[src/rtl/cnsm_pkg.sv]
`default_nettype none
package cnsm_pkg;

  localparam int CAPACITY   = 1024;
  localparam int SCORE_W    = 20;
  localparam int ID_W       = 31;
  localparam int STATUS_W   = 3;
  localparam int CNT_W      = $clog2(CAPACITY + 1);
  localparam int GROUP_SIZE = (CAPACITY < 32) ? CAPACITY : 32;
  localparam int NUM_GROUPS = (CAPACITY + GROUP_SIZE - 1) / GROUP_SIZE;

  localparam logic [SCORE_W-1:0] CALIPER_RESET = SCORE_W'(50000);

  typedef enum logic {
    CMD_LOAD  = 1'b0,
    CMD_MATCH = 1'b1
  } cmd_t;

  typedef enum logic [STATUS_W-1:0] {
    STATUS_LOADED  = 3'd0,
    STATUS_FULL    = 3'd1,
    STATUS_MATCHED = 3'd2,
    STATUS_OUTSIDE = 3'd3,
    STATUS_EMPTY   = 3'd4
  } status_t;

  typedef enum logic [1:0] {
    ST_IDLE,
    ST_EXEC,
    ST_GATHER,
    ST_COMMIT
  } state_t;

  // Operation broadcast to every cell of the chain.
  typedef struct packed {
    logic load;
    logic find;
    logic remove;
  } cell_op_t;

endpackage
`default_nettype wire

[src/rtl/cnsm_cell.sv]
`default_nettype none
module cnsm_cell (
  input  wire logic                         clk,
  input  wire cnsm_pkg::cell_op_t           op,
  input  wire logic [cnsm_pkg::SCORE_W-1:0] key,
  input  wire logic                         valid,
  input  wire logic                         left_valid,
  input  wire logic                         left_ge,
  input  wire logic                         left_gt,
  input  wire logic [cnsm_pkg::SCORE_W-1:0] left_score,
  input  wire logic                         right_valid,
  input  wire logic                         right_ge,
  input  wire logic [cnsm_pkg::SCORE_W-1:0] right_score,
  output logic      [cnsm_pkg::SCORE_W-1:0] score,
  output logic                              ge,
  output logic                              gt,
  output logic      [cnsm_pkg::SCORE_W-1:0] sel_score
);

  logic [cnsm_pkg::SCORE_W-1:0] score_r, score_nxt;
  logic [cnsm_pkg::SCORE_W-1:0] sel_r, sel_nxt;
  logic                         del_r, del_nxt;
  logic                         is_below, is_above, below_wins, above_wins, pick;

  assign score     = score_r;
  assign sel_score = sel_r;
  assign ge        = valid & (score_r >= key);
  assign gt        = valid & (score_r > key);

  // The cell just below the key takes the match on a strictly smaller
  // distance; the cell at or above the key takes it on a tie.
  always_comb begin
    is_below   = valid & ~ge & (right_ge | ~right_valid);
    below_wins = ~right_valid | ((key - score_r) < (right_score - key));
    is_above   = ge & ~left_ge;
    above_wins = ~left_valid | ~((key - left_score) < (score_r - key));
    pick       = (is_below & below_wins) | (is_above & above_wins);
  end

  always_comb begin
    score_nxt = score_r;
    sel_nxt   = sel_r;
    del_nxt   = del_r;
    if (op.load) begin
      if (left_gt) begin
        score_nxt = left_score;
      end else if (gt | ~valid) begin
        score_nxt = key;
      end
    end
    if (op.find) begin
      sel_nxt = pick ? score_r : '0;
      del_nxt = ge | pick;
    end
    if (op.remove && del_r) begin
      score_nxt = right_score;
    end
  end

  always_ff @(posedge clk) begin
    score_r <= score_nxt;
    sel_r   <= sel_nxt;
    del_r   <= del_nxt;
  end

endmodule
`default_nettype wire

[config.mk]
export PLATFORM = sky130hd
export DESIGN_NAME = cnsm_cell
export DESIGN_NICKNAME = d
export VERILOG_FILES = /design/src/rtl/cnsm_pkg.sv /design/src/rtl/cnsm_cell.sv
export SDC_FILE = /design/constraint.sdc
export NUM_CORES = 1
export LEC_CHECK = 0
export BUFFER_PORTS_ARGS = -buffer_cell sky130_fd_sc_hd__buf_4
export CELL_PAD_IN_SITES_DETAIL_PLACEMENT = 1
export CELL_PAD_IN_SITES_GLOBAL_PLACEMENT = 1
export CORE_AREA = 4 4 178 137
export CTS_CLUSTER_SIZE = 28
export DETAILED_ROUTE_END_ITERATION = 6
export DIE_AREA = 0 0 182 141
export PLACE_DENSITY_LB_ADDON = 0.1
export SYNTH_ARGS = -nofsm -noshare
export SYNTH_HDL_FRONTEND = slang
export SYNTH_SLANG_ARGS = --single-unit
[constraint.sdc]
create_clock -name clk -period 5.9 [get_ports clk]
set_clock_uncertainty 0.05 [all_clocks]
set_input_delay 1.18 -clock clk [delete_from_list [all_inputs] [get_ports clk]]
set_output_delay 1.18 -clock clk [all_outputs]
set_load 0.05 [all_outputs]
# Word level (Yosys, flattened, before mapping)
# Cells that the tools add are included.
# W data, S select, Z words.
# word_totals
output_inout_bits	42
ff_bits	41
in_bits	70
# op_classes
addsub	4
bitwise_logic	19
order_cmp	4
n_reduce_logical	4
mux	4
# op_table
op	n
$mux W20	4
$sub A20 B20 Y20	4
$lt A20 B20 Y1	2
$ge A20 B20 Y1	1
$gt A20 B20 Y1	1
$and A1 B1 Y1	7
$not A1 Y1	6
$or A1 B1 Y1	6
$reduce_bool A3 Y1	1
$reduce_and A2 Y1	1
$reduce_bool A2 Y1	1
$logic_and A1 B1 Y1	1

# Longest topological paths before layout
# Gate-level depths: netlist (run 1).
# logic_depth
word_depth	8
ltp_mapped	21
depth_no_buf	20

# Worst setup path before layout (run 1)
# No wires, ideal clock.
# synth_path
path_kind	input -> register
start	input key[0] (netlist bit)
end	register sel_r (netlist bit sel_score[10]) (data pin)
n_path_buf	1
cell_stages	20
slack_ns	0.830
t_required_ns	5.698
arrival_ns	4.868
path_cell_list	ha_1 inv_1 fa_1 a21o_1 a21oi_1 o21ai_1 a211oi_1 o31ai_1 a221o_1 a21oi_1 xor2_1 ha_1 a21o_1 a21oi_1 o211ai_1 a21oi_1 o2111ai_1 clkbuf_1 or4b_1 o21ai_0
# synth_between
elab_chain_cells	7
word_cells_on_any_way	18
cone_classes	add/sub: 4; order compare: 3; bitwise: 11
# synth_rtl
item	line	rtl
from (decl)	cnsm_cell.sv:5	input wire logic [cnsm_pkg::SCORE_W-1:0] key,
parallel branches: the longest is 6 deep, another holds $sub A20 B20 Y20	--	
$or A1 B1 Y1 *	cnsm_cell.sv:37	pick = (is_below & below_wins) | (is_above & above_wins);
to (signal assigned)	cnsm_cell.sv:62	sel_r <= sel_nxt;
to (decl)	cnsm_cell.sv:21	logic [cnsm_pkg::SCORE_W-1:0] sel_r, sel_nxt;
# Mark *: on every way between the ends.
# A chain may end at the register's enable or synchronous reset.

# Worst setup path in the final report (run 1)
# layout_path
start	input key[1] (netlist bit)
end	register sel_r (netlist bit sel_score[9]) (data pin)
# Same word-level chain as after synthesis.

==> reports/metrics.cfg, run 1 <==
[floorplanning]
ios = 112
die_w_um = 182
fp.dieArea_um2 = 25660
fp.coreArea_um2 = 22640
die_h_um = 141
rows = 48
start_util = 0.2958

[placement]
dpl.cell_count = 1198
place_ws_ns = 0.06381
place_congestion = 0.8117
post_dp_cell_area_um2 = 7811
portBuffers = 111
hpwl_mm = 20.30

[drt]
vias = 6155
ant_nets = 0
viasPerCell = 5.104
first_pass_iters = 4
drc_errors = 0
wire_per_inst_um = 20.02
drt_iter0_drc = 275
wirelength_mm = 24.14

[sta]
final_max_slew_viol_count = 0
min_period_ns = 5.482
worstMarginPinSlew_ns = 0.6478
hold_ws_ns = 0.7038
rsz0062_at_grt = false
final_hold_viol_count = 0
maxSlewHeadroom = 0.5681
fmax_mhz = 182.4
fin_ws_ns = 0.4180
setup_viol_count_final = 0
tns_ns = 0
period_share = 0.9291

[logic_synthesis]
synth.yosys.warnings = 0
ys.flop_type = edfxtp_1
syn_inst = 809
synth_nets = 998
ys_seq_area_frac = 0.1838
syn_avg_cell_area_um2 = 8.279
synthArstFlopShare = 0
ys_types = 56
synth_seq_cells = 41
ys_top_cells_by_area = ha_1, edfxtp_1, xnor2_1
netlist_area_um2 = 6698
synth_top_area_frac = 0.2148
synth_area_leader_cell = ha_1
synth_edf_count = 41

[critical_path]
end_kind = register
worstSetupStartpointType = input pin
critPathArrivalTime_ns = 5.46
worstPathCellList = buf_4, inv_1, fa_1, a21o_1, a21oi_1, o21ai_1, a211oi_1, o31ai_1, a221o_1, a21oi_1, xor2_1, ha_1, a21o_1, a21oi_1, o211ai_1, a21oi_1, o2111ai_1, buf_4, or4b_1, o21ai_0
critPathRequiredTime_ns = 5.87
cp_max_fo = 20
criticalPathCategory = in -> reg
crit_family = compound AO/OA/AOI/OAI gates
slowest_delay_ns = 0.50
critPathBufInv = 3
crit_slowest_cell = fa_1
crit_path_frequent_cell = a21oi_1

[power_and_ir_drop]
p_leak_nw = 3.840
finalPower_mw = 2.111
p_per_area_nw_per_um2 = 265.3
worst_ir_drop_vdd_uv = 120.3

[finish]
layout_commonest_cell = buf_4
nets = 1094
syn2layout_area_growth_pct = 18.77
stdcell_count = 1206
stdcell_area_um2 = 7955
final_cell_mix = buf_4, ha_1, inv_1, o21ai_0, nand2_1
diodes = 0
postLayoutCoreUtil = 0.3513
drive_gt1_frac = 0.1567

[clocking]
cts_tree = done
cts.reportedPaths.clkPinSlew_ns = 0.07
hold_buffers = 0
htree_levels = 2
clk_path_buf_depth = 2
numCtsBuffers = 5
cts.sinks = 41
clk_latency_ns = 0.31
clock-root-buffer = clkbuf_16

[global_route]
grt_max_degree = 42
grt_pass1_vias = 6198
grt_use_total = 0.1867
grt_pass1_wl_mm = 37.16
grt_overflow_total = 0
antenna_found_initial = 1

[flow_run]
maxCapViolations = 0

[run_status]
status = finished, final reports clean

[worst_hold_path]
hold_class = reg -> reg

synth_stat cells (14+ instances only):
cell type and n:
a21o_1 49, a21oi_1 59, clkbuf_1 19, edfxtp_1 41, ha_1 115, inv_1 78, mux2i_1 21, nand2_1 67
nor2_1 36, nor2b_1 14, o21ai_0 68, o21bai_1 14, or4b_1 19, xnor2_1 43, xor2_1 24
routing by layer:
metal,vias up,track usage,share of wire
li1,3100,-,-
met3,9,0.02115,0.062
met1,2928,0.3211,0.57
met4,0,0.02842,0.0073
met2,118,0.2430,0.36
met5,-,0,0
repair_timing:
item,in CTS,in global routing
setup endpoints to repair,0,2
resized for setup,0,1
setup buffers,0,0
endpoints found under the hold margin,0,0
power breakdown:
group	internal [mW]	switching, mW
Clock	0.156	0.139
Combinational	0.561	0.830
Sequential	0.375	0.0491
final cells by class:
class | instances | area (µm²)
timing repair buffer | 122 | 915.9
clock inverter | 3 | 16.27
sequential | 41 | 1231
fill | 2742 | 14690
tap | 300 | 375.4
inverter | 78 | 292.8
clock buffer | 5 | 125.1
multi-input combinational | 657 | 4999
cell families after synthesis:
kind of cell / after synthesis / share of synthesized area
mux: 21 / 0.03138
fa+ha+maj: 119 / 0.2268
compound gates: 252 / 0.2423
buf+inv: 111 / 0.07024
xor+xnor: 67 / 0.08761
simple gates: 198 / 0.1579
flops: 41 / 0.1838
flip-flops by register name (all words and copies together) (netlist names):
name and count:
del_r 1, score 20, sel_score 20
worst paths after layout:
check	end	slack, ns	start	depth (start not counted)
setup / recovery	sel_score[9]	0.42	key[1]	20
hold / removal	sel_score[19]	0.70	score[19]	2
setup reg to reg	sel_score[9]	0.87	score[0]	21
hold reg to reg	sel_score[19]	0.70	score[19]	2
worst min-delay path: stages (launching register included):
cell and delay (ns):
edfxtp_1 0.41, nand2_1 0.08, a21oi_1 0.13
(Power assumes the default switching activity.)
==> inputs of run 2 (changes only) <==
==> constraint.sdc (replaced) <==
create_clock -name clk -period 4.5 [get_ports clk]
set_clock_uncertainty 0.05 [all_clocks]
set_input_delay 0.9 -clock clk [delete_from_list [all_inputs] [get_ports clk]]
set_output_delay 0.9 -clock clk [all_outputs]
set_load 0.05 [all_outputs]
==> run 2 against run 1 <==
The flow now finishes with violations (setup timing). Setup slack got worse by 0.56 ns. Routed wire length rose by 4.7%. Largest cell class unchanged. Worst hold slack improved by 0.033 ns. Critical path depth rose by 2. Combinational power rose by 63%. Cell area rose by 17%. Via count rose by 7.2%. Clock power rose by 41%. Die area did not move. Register-to-register slack got worse by 0.96 ns. Final cell count rose by 11%. Largest power group unchanged.
==> reports/metrics.cfg, run 2 (synthesis gave the netlist of run 1 again) <==
[sta]
min_period_ns = 4.638
setup_viol_count_final = 20  ; was 0
final_max_slew_viol_count = 0  ; unchanged
final_hold_viol_count = 0  ; unchanged
fmax_mhz = 215.6
period_share = 1.031
rsz0062_at_grt = true  ; was false
maxSlewHeadroom = 0.5334  ; was 0.5681
worstMarginPinSlew_ns = 0.7000  ; was 0.6478 ns
fin_ws_ns = -0.1378  ; was 0.4180 ns

[floorplanning]
rows = 48  ; unchanged
die_h_um = 141  ; unchanged
ios = 112  ; unchanged
fp.coreArea_um2 = 22640  ; unchanged
fp.dieArea_um2 = 25660  ; unchanged
start_util = 0.2958  ; unchanged
die_w_um = 182  ; unchanged

[power_and_ir_drop]
finalPower_mw = 3.236  ; was 2.111 mW
p_int_mw = 1.805  ; was 1.093 mW
worst_ir_drop_vdd_uv = 129.5  ; was 120.3 µV
p_switching_mw = 1.431  ; was 1.018 mW
switching_share = 0.4422  ; was 0.4822
clockPowerShare = 0.128  ; was 0.140
p_per_area_nw_per_um2 = 349.1  ; was 265.3 nW/µm²
power_frac_comb = 0.701  ; was 0.659
pwr-share-seq = 0.171  ; was 0.201
p_leak_nw = 4.544  ; was 3.840 nW

[critical_path]
critPathArrivalTime_ns = 4.62  ; was 5.46 ns
crit_family = compound AO/OA/AOI/OAI gates  ; unchanged
criticalPathCategory = in -> reg  ; unchanged
critPathRequiredTime_ns = 4.48  ; was 5.87 ns
crit_path_frequent_cell = a21oi_2  ; was a21oi_1
cp_max_fo = 10  ; was 20
worstSetupStartpointType = input pin  ; unchanged
critPathBufInv = 5  ; was 3
worstPathCellList = buf_12, inv_6, buf_6, fa_2, a21o_1, a21oi_2, o21ai_2, a211oi_2, o31ai_2, a221o_1, a21oi_2, xor2_1, ha_1, a21o_1, a21oi_2, o211ai_1, a21oi_2, o2111ai_4, buf_12, clkbuf_16, or4b_1, o21ai_0  ; was buf_4, inv_1, fa_1, a21o_1, a21oi_1, o21ai_1, a211oi_1, o31ai_1, a221o_1, a21oi_1, xor2_1, ha_1, a21o_1, a21oi_1, o211ai_1, a21oi_1, o2111ai_1, buf_4, or4b_1, o21ai_0
slowest_delay_ns = 0.38  ; was 0.50 ns
crit_slowest_cell = fa_2  ; was fa_1
end_kind = register  ; unchanged

[finish]
nets = 1225  ; was 1094
postLayoutCoreUtil = 0.4095  ; was 0.3513
fill_cells = 2732  ; was 2742
final_cell_mix = buf_4, ha_1, inv_1, nand2_1  ; was buf_4, ha_1, inv_1, o21ai_0, nand2_1
syn2layout_area_growth_pct = 38.43  ; was 18.77%
diodes = 0  ; unchanged
layout_commonest_cell = buf_4  ; unchanged
drive_gt1_frac = 0.2983  ; was 0.1567

[clocking]
cts.sinks = 41  ; unchanged
numCtsBuffers = 5  ; unchanged
clk_latency_ns = 0.29  ; was 0.31 ns
cts_tree = done  ; unchanged
cts.reportedPaths.clkPinSlew_ns = 0.07  ; about the same
htree_levels = 2  ; unchanged
clk_path_buf_depth = 2  ; unchanged
clock-root-buffer = clkbuf_16  ; unchanged

[drt]
wire_per_inst_um = 18.91  ; was 20.02 µm
first_pass_iters = 4  ; unchanged
viasPerCell = 4.938  ; was 5.104
drc_errors = 0  ; unchanged
wirelength_mm = 25.27  ; was 24.14 mm
drt_iter0_drc = 248  ; was 275
vias = 6597  ; was 6155
ant_nets = 0  ; unchanged

[global_route]
grt_max_degree = 25  ; was 42
grt_overflow_total = 0  ; unchanged
grt_pass1_wl_mm = 37.94  ; was 37.16 mm
antenna_found_initial = 1  ; unchanged
grt_pass1_vias = 6634  ; was 6198
grt_use_total = 0.1895  ; was 0.1867

[placement]
portBuffers = 111  ; unchanged
hpwl_mm = 21.43  ; was 20.30 mm
place_congestion = 0.8412  ; was 0.8117
place_ws_ns = -0.6078  ; was 0.06381 ns

[worst_hold_path]
hold_class = reg -> reg  ; unchanged

[flow_run]
maxCapViolations = 0  ; unchanged

[run_status]
violations = setup timing
status = complete, but fails checks  ; was finished, final reports clean

## run 2: metrics by stage
step	TNS, ns	hold WS (ns)	std cells	area, µm²
6_report	-2.331	0.7363	1336	9271
5_1_grt	-5.909	0.7947	1336	9271
4_1_cts	-0.9471	0.7585	1323	8991
2_1_floorplan	0	0.7525	809	6760
3_3_place_gp	-10.86	0.7195	1315	8787
3_5_place_dp	-11.90	0.7389	1315	8787
## run 2: power by group through the flow
stage	clock [mW]	sequential, mW	combinational [mW]
2_1_floorplan	0	0.703	1.18
3_3_place_gp	0	0.559	2.07
5_1_grt	0.441	0.560	2.51
4_1_cts	0.424	0.550	2.14
3_5_place_dp	0	0.559	2.11
6_report	0.415	0.553	2.27
## run 2: layout make-up
type                       instances  area, µm²  share of cell area
clock buffer                       5      125.1             0.01350
inverter                          78      297.8             0.03212
multi-input combinational        657       5199              0.5607
clock inverter                     2      35.03            0.003779
timing repair buffer             253       2008              0.2166
sequential                        41       1231              0.1328
tap                              300      375.4             0.04049
## run 2: layer usage
metal,vias to the layer above,share of wire,wire length (µm),global-route usage
li1,3362,-,-,-
met3,4,0.078,1961,0.02089
met1,3118,0.54,13760,0.3284
met5,-,0,0,0
met4,0,0.0030,76,0.01540
met2,113,0.37,9473,0.2506
## run 2: tightest hold or removal path, stage by stage, from the launching register on
cell and delay, ns:
edfxtp_1 0.45, nand2_1 0.09, o21ai_1 0.11
## run 2: worst paths after layout
path             start             to  slack [ns]  cells past startpoint
max             key[1]   sel_score[8]       -0.14                     22
max reg2reg   score[0]   sel_score[8]       -0.09                     22
min reg2reg  score[15]  sel_score[15]        0.74                      2
min          score[15]  sel_score[15]        0.74                      2
## run 2: timing repair
action,4_1_cts,5_1_grt
cloned,0,2
setup endpoints to repair,20,21
setup buffers,1,11
gates resized for setup,18,43
pin swaps,2,17
hold buffers,0,0
==> inputs of run 3 (changes only) <==
--- a/config.mk
+++ b/config.mk
@@ -12,7 +12,7 @@
 export CTS_CLUSTER_SIZE = 28
 export DETAILED_ROUTE_END_ITERATION = 6
 export DIE_AREA = 0 0 182 141
-export PLACE_DENSITY_LB_ADDON = 0.1
+export PLACE_DENSITY = 0.73
 export SYNTH_ARGS = -nofsm -noshare
 export SYNTH_HDL_FRONTEND = slang
 export SYNTH_SLANG_ARGS = --single-unit
==> run 3 against run 2 <==
The run still ends with setup timing left. Non-clock buffer count is 10 lower. Clock power hardly changed. Register-to-register slack worse by 0.03 ns. Routed wire length is 2.8% lower. Maximum frequency is 1.3% lower. Worst hold slack worse by 0.021 ns. Setup slack worse by 0.060 ns. Sequential cell count stayed put. Core utilization is 0.74 points lower. First-iteration DRC count is 43% higher. Final cell count is 0.75% lower. Critical endpoint is now sel_score[17]. Largest power group unchanged.
==> reports/metrics.cfg, run 3 (synthesis gave the netlist of run 1 again) <==
[run_status]
status = complete, but fails checks  ; unchanged
violations = setup timing  ; unchanged

[drt]
ant_nets = 0  ; unchanged
first_pass_iters = 4  ; unchanged
vias = 6723  ; was 6597
wirelength_mm = 24.56  ; was 25.27 mm
drt_iter0_drc = 355  ; was 248
viasPerCell = 5.070  ; was 4.938
wire_per_inst_um = 18.52  ; was 18.91 µm
drc_errors = 0  ; unchanged

[sta]
period_share = 1.044  ; was 1.031
fmax_mhz = 212.9  ; was 215.6 MHz
setup_viol_count_final = 20  ; unchanged
final_hold_viol_count = 0  ; unchanged
final_max_slew_viol_count = 0  ; unchanged
min_period_ns = 4.698  ; was 4.638 ns
worstMarginPinSlew_ns = 0.8564  ; was 0.7000 ns
fin_ws_ns = -0.1980  ; was -0.1378 ns
rsz0062_at_grt = true  ; unchanged
maxSlewHeadroom = 0.4291  ; was 0.5334

[placement]
place_congestion = 0.9035  ; was 0.8412
post_dp_cell_area_um2 = 8700  ; was 8787 µm²
hpwl_mm = 20.42  ; was 21.43 mm
place_ws_ns = -0.5351  ; was -0.6078 ns
portBuffers = 111  ; unchanged

[clocking]
cts_tree = done  ; unchanged
cts.sinks = 41  ; unchanged
clk_path_buf_depth = 2  ; unchanged
clk_latency_ns = 0.29  ; about the same
numCtsBuffers = 5  ; unchanged
clock-root-buffer = clkbuf_16  ; unchanged
htree_levels = 2  ; unchanged
cts.reportedPaths.clkPinSlew_ns = 0.06  ; was 0.07 ns

[critical_path]
criticalPathCategory = in -> reg  ; unchanged
worstReg2RegEnd = sel_score[17]  ; was sel_score[8]
worstSetupStartpoint = key[0]  ; was key[1]
worstRegToRegCells = 23  ; was 22
worst_r2r_startpoint = score[0]  ; unchanged
crit_slowest_cell = fa_2  ; unchanged
crit_path_frequent_cell = a21oi_2  ; unchanged
worstSetupStartpointType = input pin  ; unchanged
r2r_slack_ns = -0.12  ; was -0.09 ns
cp_max_fo = 5  ; was 10
critPathRequiredTime_ns = 4.49  ; was 4.48 ns
end_kind = register  ; unchanged
worstPathCellList = buf_8, ha_4, inv_2, fa_2, a21o_1, a21oi_2, o21ai_2, a211oi_2, buf_4, o31ai_4, a221o_1, a21oi_2, xor2_1, ha_1, a21o_1, a21oi_2, o211ai_1, a21oi_2, o2111ai_4, buf_12, clkbuf_16, or4b_1, o21ai_1  ; was buf_12, inv_6, buf_6, fa_2, a21o_1, a21oi_2, o21ai_2, a211oi_2, o31ai_2, a221o_1, a21oi_2, xor2_1, ha_1, a21o_1, a21oi_2, o211ai_1, a21oi_2, o2111ai_4, buf_12, clkbuf_16, or4b_1, o21ai_0
crit_end = sel_score[17]  ; was sel_score[8]
critPathArrivalTime_ns = 4.69  ; was 4.62 ns
slowest_delay_ns = 0.33  ; was 0.38 ns

[finish]
syn2layout_area_growth_pct = 35.92  ; was 38.43%
final_cell_mix = buf_4, ha_1, inv_1, nand2_1, a21oi_1  ; was buf_4, ha_1, inv_1, nand2_1
diodes = 0  ; unchanged
drive_gt1_frac = 0.2788  ; was 0.2983
multi_input_area_um2 = 5124  ; was 5199 µm²
stdcell_area_um2 = 9104  ; was 9271 µm²
fill_cells = 2722  ; was 2732
regArea_um2 = 1231  ; unchanged
nets = 1215  ; was 1225
layout_commonest_cell = buf_4  ; unchanged

[worst_hold_path]
hold_class = reg -> reg  ; unchanged
worstHoldStart = score[12]  ; was score[15]
hold_path_depth = 2  ; unchanged

[floorplanning]
ios = 112  ; unchanged
start_util = 0.2958  ; unchanged
die_w_um = 182  ; unchanged
rows = 48  ; unchanged
fp.dieArea_um2 = 25660  ; unchanged
fp.coreArea_um2 = 22640  ; unchanged
die_h_um = 141  ; unchanged

[power_and_ir_drop]
p_leak_nw = 4.483  ; was 4.544 nW
p_per_area_nw_per_um2 = 350.3  ; was 349.1 nW/µm²
worst_ir_drop_vdd_uv = 158.7  ; was 129.5 µV

[global_route]
grt_pass1_wl_mm = 38.14  ; was 37.94 mm
antenna_found_initial = 1  ; unchanged
grt_max_degree = 25  ; unchanged
grt_use_total = 0.1856  ; was 0.1895
grt_pass1_vias = 7047  ; was 6634
grt_overflow_total = 0  ; unchanged

[flow_run]
maxCapViolations = 0  ; unchanged

==> run 3: cell count changes in the layout (fill, tap and decap cells not counted), moves of 3 or more <==
cell / previous run / this run
ha_4: 5 / 1
a21oi_1: 49 / 52
a21oi_2: 10 / 7
buf_4: 244 / 235
==> run 3: metal layers <==
layer / GRT usage / part of all wire / vias up
li1: - / - / 3342
met1: 0.2827 / 0.51 / 3211
met2: 0.2862 / 0.42 / 153
met3: 0.02244 / 0.056 / 17
met4: 0.02764 / 0.010 / 0
met5: 0 / 0 / -
==> run 3: how the worst min path moves through the flow <==
stage               endpoint  slack, ns
2_1_floorplan      score[19]       0.75
3_3_place_gp   sel_score[12]       0.71
3_5_place_dp   sel_score[12]       0.72
4_1_cts        sel_score[12]       0.72
5_1_grt        sel_score[19]       0.77
6_report       sel_score[12]       0.72
==> run 3: what timing repair did <==
item | CTS | global route
gates resized for setup | 36 | 6
pin swaps | 2 | 4
setup endpoints to repair | 20 | 21
hold buffers | 0 | 0
setup buffers | 8 | 4
gates cloned | 1 | 1
==> run 3: critical path: cells and delay by family <==
family	cells	cell delay [ns]
AND/OR/NAND/NOR	1	0.15
adder cells (fa/ha/maj)	3	0.74
AO/OA/AOI/OAI	13	2.05
XOR/XNOR	1	0.19
buffers and inverters	5	0.63
==> run 3: area by class of cell <==
class	count	area share
Tap cell	300	0.04123
Inverter	78	0.03244
Timing Repair Buffer	243	0.2107
Multi-Input combinational cell	657	0.5628
Clock inverter	2	0.003848
Clock buffer	5	0.01374
Sequential cell	41	0.1352
==> run 3: where the power goes <==
part | leakage (nW) | internal [mW] | switching, mW
logic | 3.99 | 1.02 | 1.21
registers | 0.417 | 0.492 | 0.0558
clock network | 0.0797 | 0.258 | 0.155
total | 4.48 | 1.77 | 1.42
==> run 3: stage by stage <==
stage,std cells,hold slack (ns),power [mW],setup TNS (ns),util
global route,1326,0.7734,3.432,-6.716,0.4021
CTS,1321,0.7192,3.150,-1.619,0.3990
detailed placement,1305,0.7242,2.625,-10.62,0.3842
global placement,1305,0.7129,2.553,-6.940,0.3842
floorplan,809,0.7525,1.878,0,-
finish,1326,0.7152,3.189,-2.602,0.4021
